--- src/mpl2n_pkg.sv ---
// Shared types and constants for the masked pooling / L2 normalize block.
// Used by mpl2n_div and masked_pooling_l2_normalize; depends on nothing.
package mpl2n_pkg;

	// item field widths
	localparam int VALUE_BITS = 24;
	localparam int IDX_W      = 10;
	localparam int FRAC_BITS  = 16;

	// tokens at this position and beyond are ignored
	localparam int SEQ_MAX = 512;

	// internal widths
	localparam int ACC_W  = 34;
	localparam int CNT_W  = 10;
	localparam int NORM_W = 32;
	localparam int DVD_W  = 41;
	localparam int SQ_W   = 64;
	localparam int PROD_W = 2 * VALUE_BITS;

	// configuration port
	localparam int CFG_W     = 11;
	localparam int CFG_IDX_W = 2;

	typedef enum logic [CFG_IDX_W-1:0] {
		REG_POOLING_MODE = 2'd0,
		REG_NORMALIZE    = 2'd1,
		REG_DIM          = 2'd2
	} cfg_reg_t;

	// item function codes
	localparam logic FUNC_LOAD = 1'b0;
	localparam logic FUNC_READ = 1'b1;

	// pooling modes
	localparam logic MODE_CLS  = 1'b0;
	localparam logic MODE_MEAN = 1'b1;

	// reset values of the registers
	localparam logic             RST_MODE = MODE_CLS;
	localparam logic             RST_NORM = 1'b1;
	localparam logic [CFG_W-1:0] RST_DIM  = 11'd1024;

	// saturation limits
	localparam logic signed [ACC_W-1:0] VAL_MAX =
		{{(ACC_W-VALUE_BITS+1){1'b0}}, {(VALUE_BITS-1){1'b1}}};
	localparam logic signed [ACC_W-1:0] VAL_MIN =
		{{(ACC_W-VALUE_BITS+1){1'b1}}, {(VALUE_BITS-1){1'b0}}};
	localparam logic signed [ACC_W-1:0] ACC_MAX = {1'b0, {(ACC_W-1){1'b1}}};
	localparam logic signed [ACC_W-1:0] ACC_MIN = {1'b1, {(ACC_W-1){1'b0}}};
	localparam logic [DVD_W-1:0] NEG_LIM = DVD_W'(64'd1 << (VALUE_BITS-1));
	localparam logic [DVD_W-1:0] POS_LIM = NEG_LIM - DVD_W'(1);

	// square root iterations, two bits of radicand each
	localparam int SQRT_STEPS = SQ_W / 2;
	localparam int SQRT_IT_W  = $clog2(SQRT_STEPS);

endpackage

--- src/mpl2n_div.sv ---
// Restoring unsigned divider, one quotient bit per cycle.
// Depends on mpl2n_pkg for the dividend and divisor widths.
module mpl2n_div (
	input  logic                           clk,
	input  logic                           arst_n,
	input  logic                           go,
	input  logic [mpl2n_pkg::DVD_W-1:0]    dividend,
	input  logic [mpl2n_pkg::NORM_W-1:0]   divisor,
	output logic                           done,
	output logic [mpl2n_pkg::DVD_W-1:0]    quotient
);
	import mpl2n_pkg::*;

	localparam int DC_W = $clog2(DVD_W);
	localparam logic [DC_W-1:0] LAST_STEP = DC_W'(DVD_W - 1);

	logic              run_q;
	logic              done_q;
	logic [DC_W-1:0]   step_q;
	logic [DVD_W-1:0]  dvd_q;
	logic [NORM_W-1:0] rem_q;
	logic [NORM_W-1:0] dsr_q;
	logic [NORM_W:0]   rem_sh;
	logic              fits;

	// one trial subtraction per cycle
	assign rem_sh = {rem_q, dvd_q[DVD_W-1]};
	assign fits   = rem_sh >= {1'b0, dsr_q};

	// sequencing
	always_ff @(posedge clk or negedge arst_n) begin
		if (!arst_n) begin
			run_q  <= 1'b0;
			done_q <= 1'b0;
			step_q <= '0;
		end else begin
			done_q <= 1'b0;
			if (go) begin
				run_q  <= 1'b1;
				step_q <= '0;
			end else if (run_q) begin
				step_q <= step_q + DC_W'(1);
				if (step_q == LAST_STEP) begin
					run_q  <= 1'b0;
					done_q <= 1'b1;
				end
			end
		end
	end

	// datapath, the dividend register fills with quotient bits
	always_ff @(posedge clk) begin
		if (go) begin
			dvd_q <= dividend;
			dsr_q <= divisor;
			rem_q <= '0;
		end else if (run_q) begin
			rem_q <= fits ? NORM_W'(rem_sh - {1'b0, dsr_q}) : rem_sh[NORM_W-1:0];
			dvd_q <= {dvd_q[DVD_W-2:0], fits};
		end
	end

	assign done     = done_q;
	assign quotient = dvd_q;

endmodule

--- config.mk ---
export PLATFORM = sky130hd
export DESIGN_NAME = mpl2n_div
export DESIGN_NICKNAME = d
export VERILOG_FILES = /design/src/mpl2n_pkg.sv /design/src/mpl2n_div.sv
export SDC_FILE = /design/constraint.sdc
export NUM_CORES = 1
export LEC_CHECK = 0
export BUFFER_PORTS_ARGS = -buffer_cell sky130_fd_sc_hd__buf_2
export CAP_MARGIN = 15
export CORE_MARGIN = 4
export CORE_UTILIZATION = 45
export DETAILED_ROUTE_END_ITERATION = 8
export PLACE_DENSITY = 0.77
export SLEW_MARGIN = 15
export SYNTH_ARGS = -nofsm -noshare
export SYNTH_HDL_FRONTEND = slang
export SYNTH_SLANG_ARGS = --single-unit
--- constraint.sdc ---
create_clock -name clk -period 3.5 [get_ports clk]
set_input_delay 0.525 -clock clk [delete_from_list [all_inputs] [get_ports clk]]
set_output_delay 0.525 -clock clk [all_outputs]
set_load 0.02 [all_outputs]
======== Yosys cells after proc, flatten, opt, wreduce, memory -nomap -nowiden ========
Index checks and enable logic that the tools add are counted.
storage, ports and cells
  output and inout bits ................... 42
  bits in registers ....................... 113
  word-level logic and storage cells ...... 22
  bits of input ports ..................... 76
cells by class
  equal/unequal tests ..................... 1
  reduce and logical (&&, ||, !) cells .... 1
  muxes and demuxes ....................... 11
  order comparisons ....................... 1
  $add $sub $neg .......................... 2
operators with widths
  operator             number
  $mux 41              2
  $ge 33x32->1         1
  $mux 32              1
  $sub 32x32->32       1
  $mux 6               2
  $add 6x1->6 const B  1
  $eq 6x6->1 const B   1
  $mux 1               6
  $reduce_bool 2->1    1

======== Logic depth before layout (Yosys ltp) ========
Gate-level depths: netlist (run 1).
  depth after elaboration ................. 4
  gate-level depth with buffers ........... 14
  depth with buffers taken out ............ 12

======== Least setup slack after synthesis (run 1) ========
No wires, ideal clock.
  kind .................................... flip-flop to flip-flop
  start ................................... register dvd_q[40] (netlist: quotient[40])
  end ..................................... register rem_q[26]
  arrival time ............................ 2.719 ns
  setup time .............................. 0.143 ns
  data required time ...................... 3.357 ns
  buffers on the path ..................... 0
  cell stages (with the launch flop) ...... 13
  slack ................................... 0.639 ns
  path through ............................ edfxtp_1 > inv_1 > ha_1 > fa_1 > nor2b_1 > o31a_1 > o21ai_0 > a21oi_1 > o21ai_1 > a21oi_1 > mux2i_1 > a2111oi_0 > o221ai_1
between the ends
  longest elaborated chain between the ends .. 2
ends and longest elaborated chain
  what                                            RTL line                          text
  from (decl)                                     mpl2n_div.sv:20                   logic [DVD_W-1:0] dvd_q;
  from (signal assigned)                          mpl2n_div.sv:54                   dvd_q <= dividend;
  from (signal assigned)                          mpl2n_div.sv:59                   dvd_q <= {dvd_q[DVD_W-2:0], fits};
  $sub 32x32->32 or $ge 33x32->1 (tied branches)  mpl2n_div.sv:58, mpl2n_div.sv:28
  $mux 32 *                                       mpl2n_div.sv:58                   rem_q <= fits ? NORM_W'(rem_sh - {1'b0, dsr_q}) : rem_sh[NORM_W-1:0];
  to (signal assigned)                            mpl2n_div.sv:58
  to (decl)                                       mpl2n_div.sv:21                   logic [NORM_W-1:0] rem_q;
Every way passes the cells marked *; elsewhere a longest branch is shown, timed or not.
A chain may end at the register's enable or synchronous reset.

======== Worst setup path in the final report (run 1) ========
Ends and elaborated chain as after synthesis.

==> results of run 1 <==
[cells in the mapped netlist (14+ instances only)]
cell	count	area, µm²
sky130_fd_sc_hd__clkbuf_1	14	52.55
sky130_fd_sc_hd__nor2_1	65	244.0
sky130_fd_sc_hd__nand2_1	35	131.4
sky130_fd_sc_hd__a211oi_1	20	150.1
sky130_fd_sc_hd__a21oi_1	44	220.2
sky130_fd_sc_hd__inv_1	46	172.7
sky130_fd_sc_hd__ha_1	34	425.4
sky130_fd_sc_hd__edfxtp_1	73	2192
sky130_fd_sc_hd__mux2_2	41	461.7
sky130_fd_sc_hd__o21ai_0	31	155.2
sky130_fd_sc_hd__dfxtp_1	32	640.6
[metrics by stage]
| stage | setup slack (ps) | hold slack (ps) |
|---|---|---|
| 3_5_place_dp | 299.3 | 375.3 |
| 4_1_cts | 293.9 | 261.0 |
| 5_1_grt | 52.37 | 258.4 |
| 2_1_floorplan | 638.8 | 229.4 |
| 3_3_place_gp | 541.6 | 372.6 |
| 6_report | 423.5 | 276.7 |
[layout make-up]
class	count	area, µm²
multi-input cells	419	2947
clock buffers	19	432.9
fillers	1166	5837
repair buffers	125	650.6
well taps	176	220.2
flip-flops and latches	113	3033
inverters	46	172.7
clock inverters	13	160.2
[where the power goes]
part / internal (µW) / switching (µW) / total [µW]
combinational: 812 / 1110 / 1930
clock: 1120 / 623 / 1740
sequential: 1660 / 157 / 1820
[worst min-delay path by stage]
stage | to | slack (ps) | depth (start not counted) | from
6_report | dsr_q[6]$_DFFE_PP_ | 280 | 1 | divisor[6]
5_1_grt | dsr_q[6]$_DFFE_PP_ | 260 | 1 | divisor[6]
4_1_cts | dsr_q[6]$_DFFE_PP_ | 260 | 1 | divisor[6]
3_5_place_dp | step_q[3]$_DFFE_PN0P_ | 380 | 1 | arst_n
3_3_place_gp | step_q[3]$_DFFE_PN0P_ | 370 | 1 | arst_n
2_1_floorplan | done$_DFF_PN0_ | 230 | 0 | arst_n
[flip-flops by register name, indices dropped and copies added, names as in the netlist]
name	count
done	1
dsr_q	32
quotient	41
rem_q	32
run_q	1
step_q	6
[kinds of logic (layout without fill, tap and decap cells)]
logic type,Yosys count,after routing,share of synthesized area [%]
mux,53,53,9.272
simple gates,156,156,11.37
fa+ha+maj,35,35,7.099
buf+inv,72,203,4.786
flops,113,113,48.33
compound gates,151,151,15.79
xor+xnor,24,24,3.350
[timing repair]
action	4_1_cts	5_1_grt
buffers inserted	0	0
hold buffers	1	0
hold endpoints to repair	8	0
gates resized for setup	0	2
endpoints found under the setup margin	0	1
[critical path, cell delays in order, from the launching register on]
cell                        delay, ps
sky130_fd_sc_hd__edfxtp_1         370
sky130_fd_sc_hd__inv_1             60
sky130_fd_sc_hd__ha_1             220
sky130_fd_sc_hd__fa_1             400
sky130_fd_sc_hd__nor2b_1          200
sky130_fd_sc_hd__o31a_1           210
sky130_fd_sc_hd__o21ai_0          150
sky130_fd_sc_hd__a21oi_1          210
sky130_fd_sc_hd__o21ai_1          160
sky130_fd_sc_hd__a21oi_2          260
sky130_fd_sc_hd__mux2i_1          100
sky130_fd_sc_hd__a2111oi_1        410
sky130_fd_sc_hd__o221ai_1         180
[layer usage]
| metal | global-route usage [%] | share of wire (%) |
|---|---|---|
| met1 | 22.89 | 43 |
| met3 | 6.986 | 7.9 |
| met4 | 6.372 | 1.5 |
| met2 | 30.95 | 48 |
| met5 | 0 | 0 |
==> out/results.env, run 1 <==
WORST_SETUP_HOLD_PATH_CLK_SLEW_PS=60
SYNTH-EDFF-COUNT=73
MAX_FREQ_MHz=325.0
R2R_CELLS=12
REQ_TIME_CRIT_PATH_PS=3780
DIODES=0
CLOCK_SINK_COUNT=113
POST_DRT_WL_PER_CELL_UM=15.94
SYNTH_CELLS=604
WORSTPATHMAXFANOUT=4
ROUTED_WIRELENGTH_MM=14.52
DESIGN.PORTCOUNT=118
SYNTHESIS.AREA_PER_INSTANCE_UM2=10.39
MAX-SLEW-MARGIN-REL_PCT=53.02
GLOBALROUTEOVERFLOWTOTAL=0
MOST_USED_CELLS_IN_THE_LAYOUT_EXCLUDING_FILL_AND_TAP_CELLS='sky130_fd_sc_hd__buf_2, sky130_fd_sc_hd__edfxtp_1, sky130_fd_sc_hd__nor2_1'
VDD_DROP_MAX_V=0.0003864
DRT_ITER0_MARKERS=423
CTS_TREE='built'
POST_LAYOUT_NONFILLER_INSTANCES=911
GRT_SETUP_UNREPAIRED='false'
HOLD_PATH_CLASS='in2reg'
DIE-HEIGHT_UM=126.1
HTREE_LEVELS=4
DRIVE_ABOVE_1_SHARE_PCT=27.21
INITIAL_CORE_UTIL_PCT=46.64
WORSTSETUPSTARTPOINTTYPE='register'
POWER_DENSITY_mW_PER_MM2=720.6
VIA_COUNT_OF_THE_FIRST_GLOBAL_ROUTING_PASS=5121
DETAIL-ROUTE-ANTENNA-NETS=0
TRACK_USAGE_PCT=18.83
DIE-WIDTH_UM=126.1
CLK-INSERTION-DELAY-LATE_PS=420
STATUS='finished clean'
DESIGN_AREA_MM2=0.007616
SETUP.WORST_PATH.CLASS='reg2reg'
MOST_COMMON_CELL_AFTER_LAYOUT_FILL_AND_TAPS_ASIDE='sky130_fd_sc_hd__buf_2'
MAX_CAP_VIOL_COUNT=0
DRV_SLEW=0
TIMING.CRITICAL_PATH.FROM='quotient[40]$_DFFE_PP_'
GRT_START_MAX_NET_PINS=53
DESIGN.DIE.AREA_MM2=0.01590
PLACED_CELLS=878
PERIOD_NEEDED_PS=3077
DESIGN.CORE.AREA_MM2=0.01345
FINAL_UTIL_PCT=56.61
AREA.GROWTH.SYNTH_TO_FINAL_PCT=21.38
WORST_PIN_SLEW_PS=703.3
TOTAL_NUMBER_OF_YOSYS_WARNINGS=0
POST-ROUTE-PERIOD-UTIL_PCT=87.90
YS_TYPES=60
WIRE_LENGTH_OF_THE_FIRST_GLOBAL_ROUTING_PASS_MM=24.43
SYNTH_SEQUENTIAL_AREA_RATIO_PCT=48.33
CRIT_END='rem_q[26]$_SDFFE_PP0P_'
REG2REG_TO='rem_q[26]$_SDFFE_PP0P_'
CLOCK_PATH_BUFFERS=2
POSTSYNTHREGISTERBITS=113
REG2REG_SETUP_SLACK_PS=420
ARRIVAL_PS=3350
PLACE_HPWL_MM=10.70
FIN_NETS=833
AVGVIACOUNTPERCELL=5.515
DPL_CELL_AREA_MM2=0.007008
GP_ROUTABILITY_CONGESTION=0.9135
CELL_ROW_COUNT=42
YS_ASYNC_SR_FRACTION_PCT=7.080
DESIGN_POWER_TOTAL_uW=5488
FIN_TNS_SETUP_PS=0
DRCVIOLATIONCOUNT=0
CTS.ROOT.BUFFER_CELL='sky130_fd_sc_hd__clkbuf_16'
NETLIST_AREA_BEFORE_PLACEMENT_MM2=0.006275
ROUTE.VIAS.TOTAL=5024
WORSTREG2REGSTART='quotient[40]$_DFFE_PP_'
SYNTHESIS.NETS=715
YOSYS_MOST_USED_DFF='sky130_fd_sc_hd__edfxtp_1'
DETAIL_ROUTE.FIRST_PASS.ITERATIONS=5
NUMBER_OF_ANTENNA_VIOLATIONS_AT_THE_FIRST_CHECK_IN_GLOBAL_ROUTING=0
P_LEAK_uW=0.003334
CRITICAL_PATH.ENDPOINT_TYPE='register'
CLOCK_SKEW_PS=8.558
CTS_BUFFERS=17
NUMPORTBUFFERS=117
SETUP_VIOL_COUNT_FINAL=0
TIMING.FINAL.HOLD_VIOLATIONS=0
(Power assumes the default switching activity.)
==> inputs of run 2 (changes only) <==
--- a/config.mk
+++ b/config.mk
@@ -11,6 +11,7 @@
 export CORE_UTILIZATION = 45
 export DETAILED_ROUTE_END_ITERATION = 8
 export PLACE_DENSITY = 0.77
+export REMOVE_ABC_BUFFERS = 1
 export SLEW_MARGIN = 15
 export SYNTH_ARGS = -nofsm -noshare
 export SYNTH_HDL_FRONTEND = slang
==> out/results.env, run 2 (synthesized netlist as in run 1, its figures left out) <==
STATUS='finished clean'
ARRIVAL_PS=3430  # +80 ps
CTS.ROOT.BUFFER_CELL='sky130_fd_sc_hd__clkbuf_16'
TIMING.CRITICAL_PATH.SLOWEST_CELL_DELAY_PS=420  # about the same
DESIGN_AREA_MM2=0.007649  # +0.43%
POST_LAYOUT_NONFILLER_INSTANCES=911  # unchanged
AVGVIACOUNTPERCELL=5.491  # -0.44%
PLACED_CELLS=878  # unchanged
ROUTED_WIRELENGTH_MM=14.83  # +2.2%
WORST_SETUP_HOLD_PATH_CLK_SLEW_PS=50  # about the same
DETAIL_ROUTE.FIRST_PASS.ITERATIONS=5  # unchanged
GP_ROUTABILITY_CONGESTION=0.9210  # +0.82%
DIE-WIDTH_UM=126.1  # unchanged
LARGEST_REGISTER_FF_COUNT=41  # unchanged
WORSTSETUPSTARTPOINTTYPE='register'
MOST_COMMON_CELL_AFTER_LAYOUT_FILL_AND_TAPS_ASIDE='sky130_fd_sc_hd__buf_2'
DRCVIOLATIONCOUNT=0  # unchanged
DRT_ITER0_MARKERS=359  # -15%
REQ_TIME_CRIT_PATH_PS=3760  # -20 ps
CELL_ROW_COUNT=42  # unchanged
DRV_SLEW=0  # unchanged
DESIGN.DIE.AREA_MM2=0.01590  # unchanged
HOLD_PATH_CLASS='in2reg'
SETUP.WORST_PATH.CLASS='reg2reg'
CRITICAL_PATH.CELL_CHAIN='inv_1, ha_1, fa_1, nor2b_1, o31a_1, o21ai_0, a21oi_1, o21ai_1, a21oi_1, mux2i_1, a2111oi_0, o221ai_1'
VIA_COUNT_OF_THE_FIRST_GLOBAL_ROUTING_PASS=5114  # -0.14%
PERIOD_NEEDED_PS=3169  # +92.08 ps
FILL_CELL_COUNT=1180  # +1.2%
MAX_CAP_VIOL_COUNT=0  # unchanged
CTS_TREE='built'
CLOCK_SINK_COUNT=113  # unchanged
POST-ROUTE-PERIOD-UTIL_PCT=90.53  # +2.6 points
POSTCTSSETUPBUFFERS=0  # unchanged
NUMPORTBUFFERS=117  # unchanged
MAX-SLEW-MARGIN-REL_PCT=26.40  # -27 points
PLACE_HPWL_MM=10.75  # +0.46%
GLOBALROUTEOVERFLOWTOTAL=0  # unchanged
TRACK_USAGE_PCT=19.40  # +0.57 points
MAX_FREQ_MHz=315.6  # -2.9%
GRT_START_MAX_NET_PINS=66  # +25%
DIE-HEIGHT_UM=126.1  # unchanged
DPL_CELL_AREA_MM2=0.007008  # unchanged
SETUP_VIOL_COUNT_FINAL=0  # unchanged
POWER_DENSITY_mW_PER_MM2=734.5  # +1.9%
ROUTE.VIAS.TOTAL=5002  # -0.44%
GRT_SETUP_UNREPAIRED='false'
HTREE_LEVELS=4  # unchanged
DIODES=0  # unchanged
DRIVE_ABOVE_1_SHARE_PCT=27.21  # unchanged
CLOCK_PATH_BUFFERS=2  # unchanged
CTS_BUFFERS=17  # unchanged
DESIGN.CORE.AREA_MM2=0.01345  # unchanged
NUMBER_OF_ANTENNA_VIOLATIONS_AT_THE_FIRST_CHECK_IN_GLOBAL_ROUTING=0  # unchanged
CPMAXSTAGEDELAYCELL='sky130_fd_sc_hd__a2111oi_0'
CRITICAL_PATH.ENDPOINT_TYPE='register'
AREA.GROWTH.SYNTH_TO_FINAL_PCT=21.89
CLK-INSERTION-DELAY-LATE_PS=420  # about the same
INITIAL_CORE_UTIL_PCT=46.64  # unchanged
WORST_PIN_SLEW_PS=1100  # +396.6 ps
VDD_DROP_MAX_V=0.0003931  # +1.7%
MOST_USED_CELLS_IN_THE_LAYOUT_EXCLUDING_FILL_AND_TAP_CELLS='sky130_fd_sc_hd__buf_2, sky130_fd_sc_hd__edfxtp_1, sky130_fd_sc_hd__nor2_1'
CRITICAL_PATH.MOST_COMMON_CELL='sky130_fd_sc_hd__a21oi_1'
DESIGN.PORTCOUNT=118  # unchanged
CLOCK_SKEW_PS=14.61  # +6.056 ps
FIN_NETS=833  # unchanged
POST_DRT_WL_PER_CELL_UM=16.28  # +2.2%
WIRE_LENGTH_OF_THE_FIRST_GLOBAL_ROUTING_PASS_MM=24.94  # +2.1%
P_LEAK_uW=0.003348  # +0.41%
TIMING.FINAL.HOLD_VIOLATIONS=0  # unchanged
WORSTPATHMAXFANOUT=4  # unchanged
DETAIL-ROUTE-ANTENNA-NETS=0  # unchanged
[run 2: report_power, final]
part | internal (µW) | switching [µW]
clock network | 1200 | 644
registers | 1660 | 164
logic | 820 | 1120
[run 2: final cells by class]
type | count | area (µm²) | share of cell area, %
Multi-Input combinational cell | 419 | 2942 | 38.46
Inverter | 46 | 172.7 | 2.257
Clock buffer | 18 | 429.2 | 5.611
Tap cell | 176 | 220.2 | 2.879
Timing Repair Buffer | 125 | 650.6 | 8.506
Clock inverter | 14 | 201.4 | 2.634
Sequential cell | 113 | 3033 | 39.65
[run 2: worst max-delay path: cells and delay by family (launching register included)]
family | cells | cell delay [ps]
muxes | 1 | 140
AOI/OAI and AO/OA | 7 | 1670
and+or+nand+nor | 1 | 200
DFF | 1 | 360
buffers and inverters | 1 | 50
adders and majority gates | 2 | 600
[run 2: final timing paths]
| kind | endpoint | start | slack (ps) | cells after the start |
|---|---|---|---|---|
| worst min register to register | rem_q[2]$_SDFFE_PP0P_ | rem_q[2]$_SDFFE_PP0P_ | 500 | 2 |
| max in group asynchronous | step_q[4]$_DFFE_PN0P_ | arst_n | 2860 | 2 |
| worst min-delay path | dsr_q[20]$_DFFE_PP_ | divisor[20] | 280 | 1 |
| worst max-delay path | rem_q[26]$_SDFFE_PP0P_ | quotient[40]$_DFFE_PP_ | 330 | 12 |
| min in group asynchronous | step_q[1]$_DFFE_PN0P_ | arst_n | 470 | 2 |
| worst max register to register | rem_q[26]$_SDFFE_PP0P_ | quotient[40]$_DFFE_PP_ | 330 | 12 |
[run 2: stage by stage]
step / hold WS [ps] / total power [µW] / worst slack, ps / utilization, % / setup TNS [ps]
global route: 260.2 / 5993 / 79.56 / 56.85 / 0
CTS: 266.1 / 5643 / 327.4 / 56.85 / 0
detailed placement: 374.6 / 3762 / 334.6 / 52.09 / 0
finish: 278.2 / 5618 / 331.4 / 56.85 / 0
global placement: 368.8 / 3693 / 506.6 / 52.09 / 0
floorplan: 229.4 / 3252 / -45.03 / - / -45.03
[run 2: per-layer routing]
layer | up-vias | routed length, µm | GRT usage, %
li1 | 2450 | - | -
met1 | 2376 | 6409 | 24.20
met2 | 159 | 7109 | 31.46
met3 | 17 | 1118 | 7.070
met4 | 0 | 194 | 6.246
met5 | - | 0 | 0
[run 2: repair_timing]
item                      CTS  global route
hold endpoints to repair    8             0
hold buffers                1             0
gates resized for setup     0             0
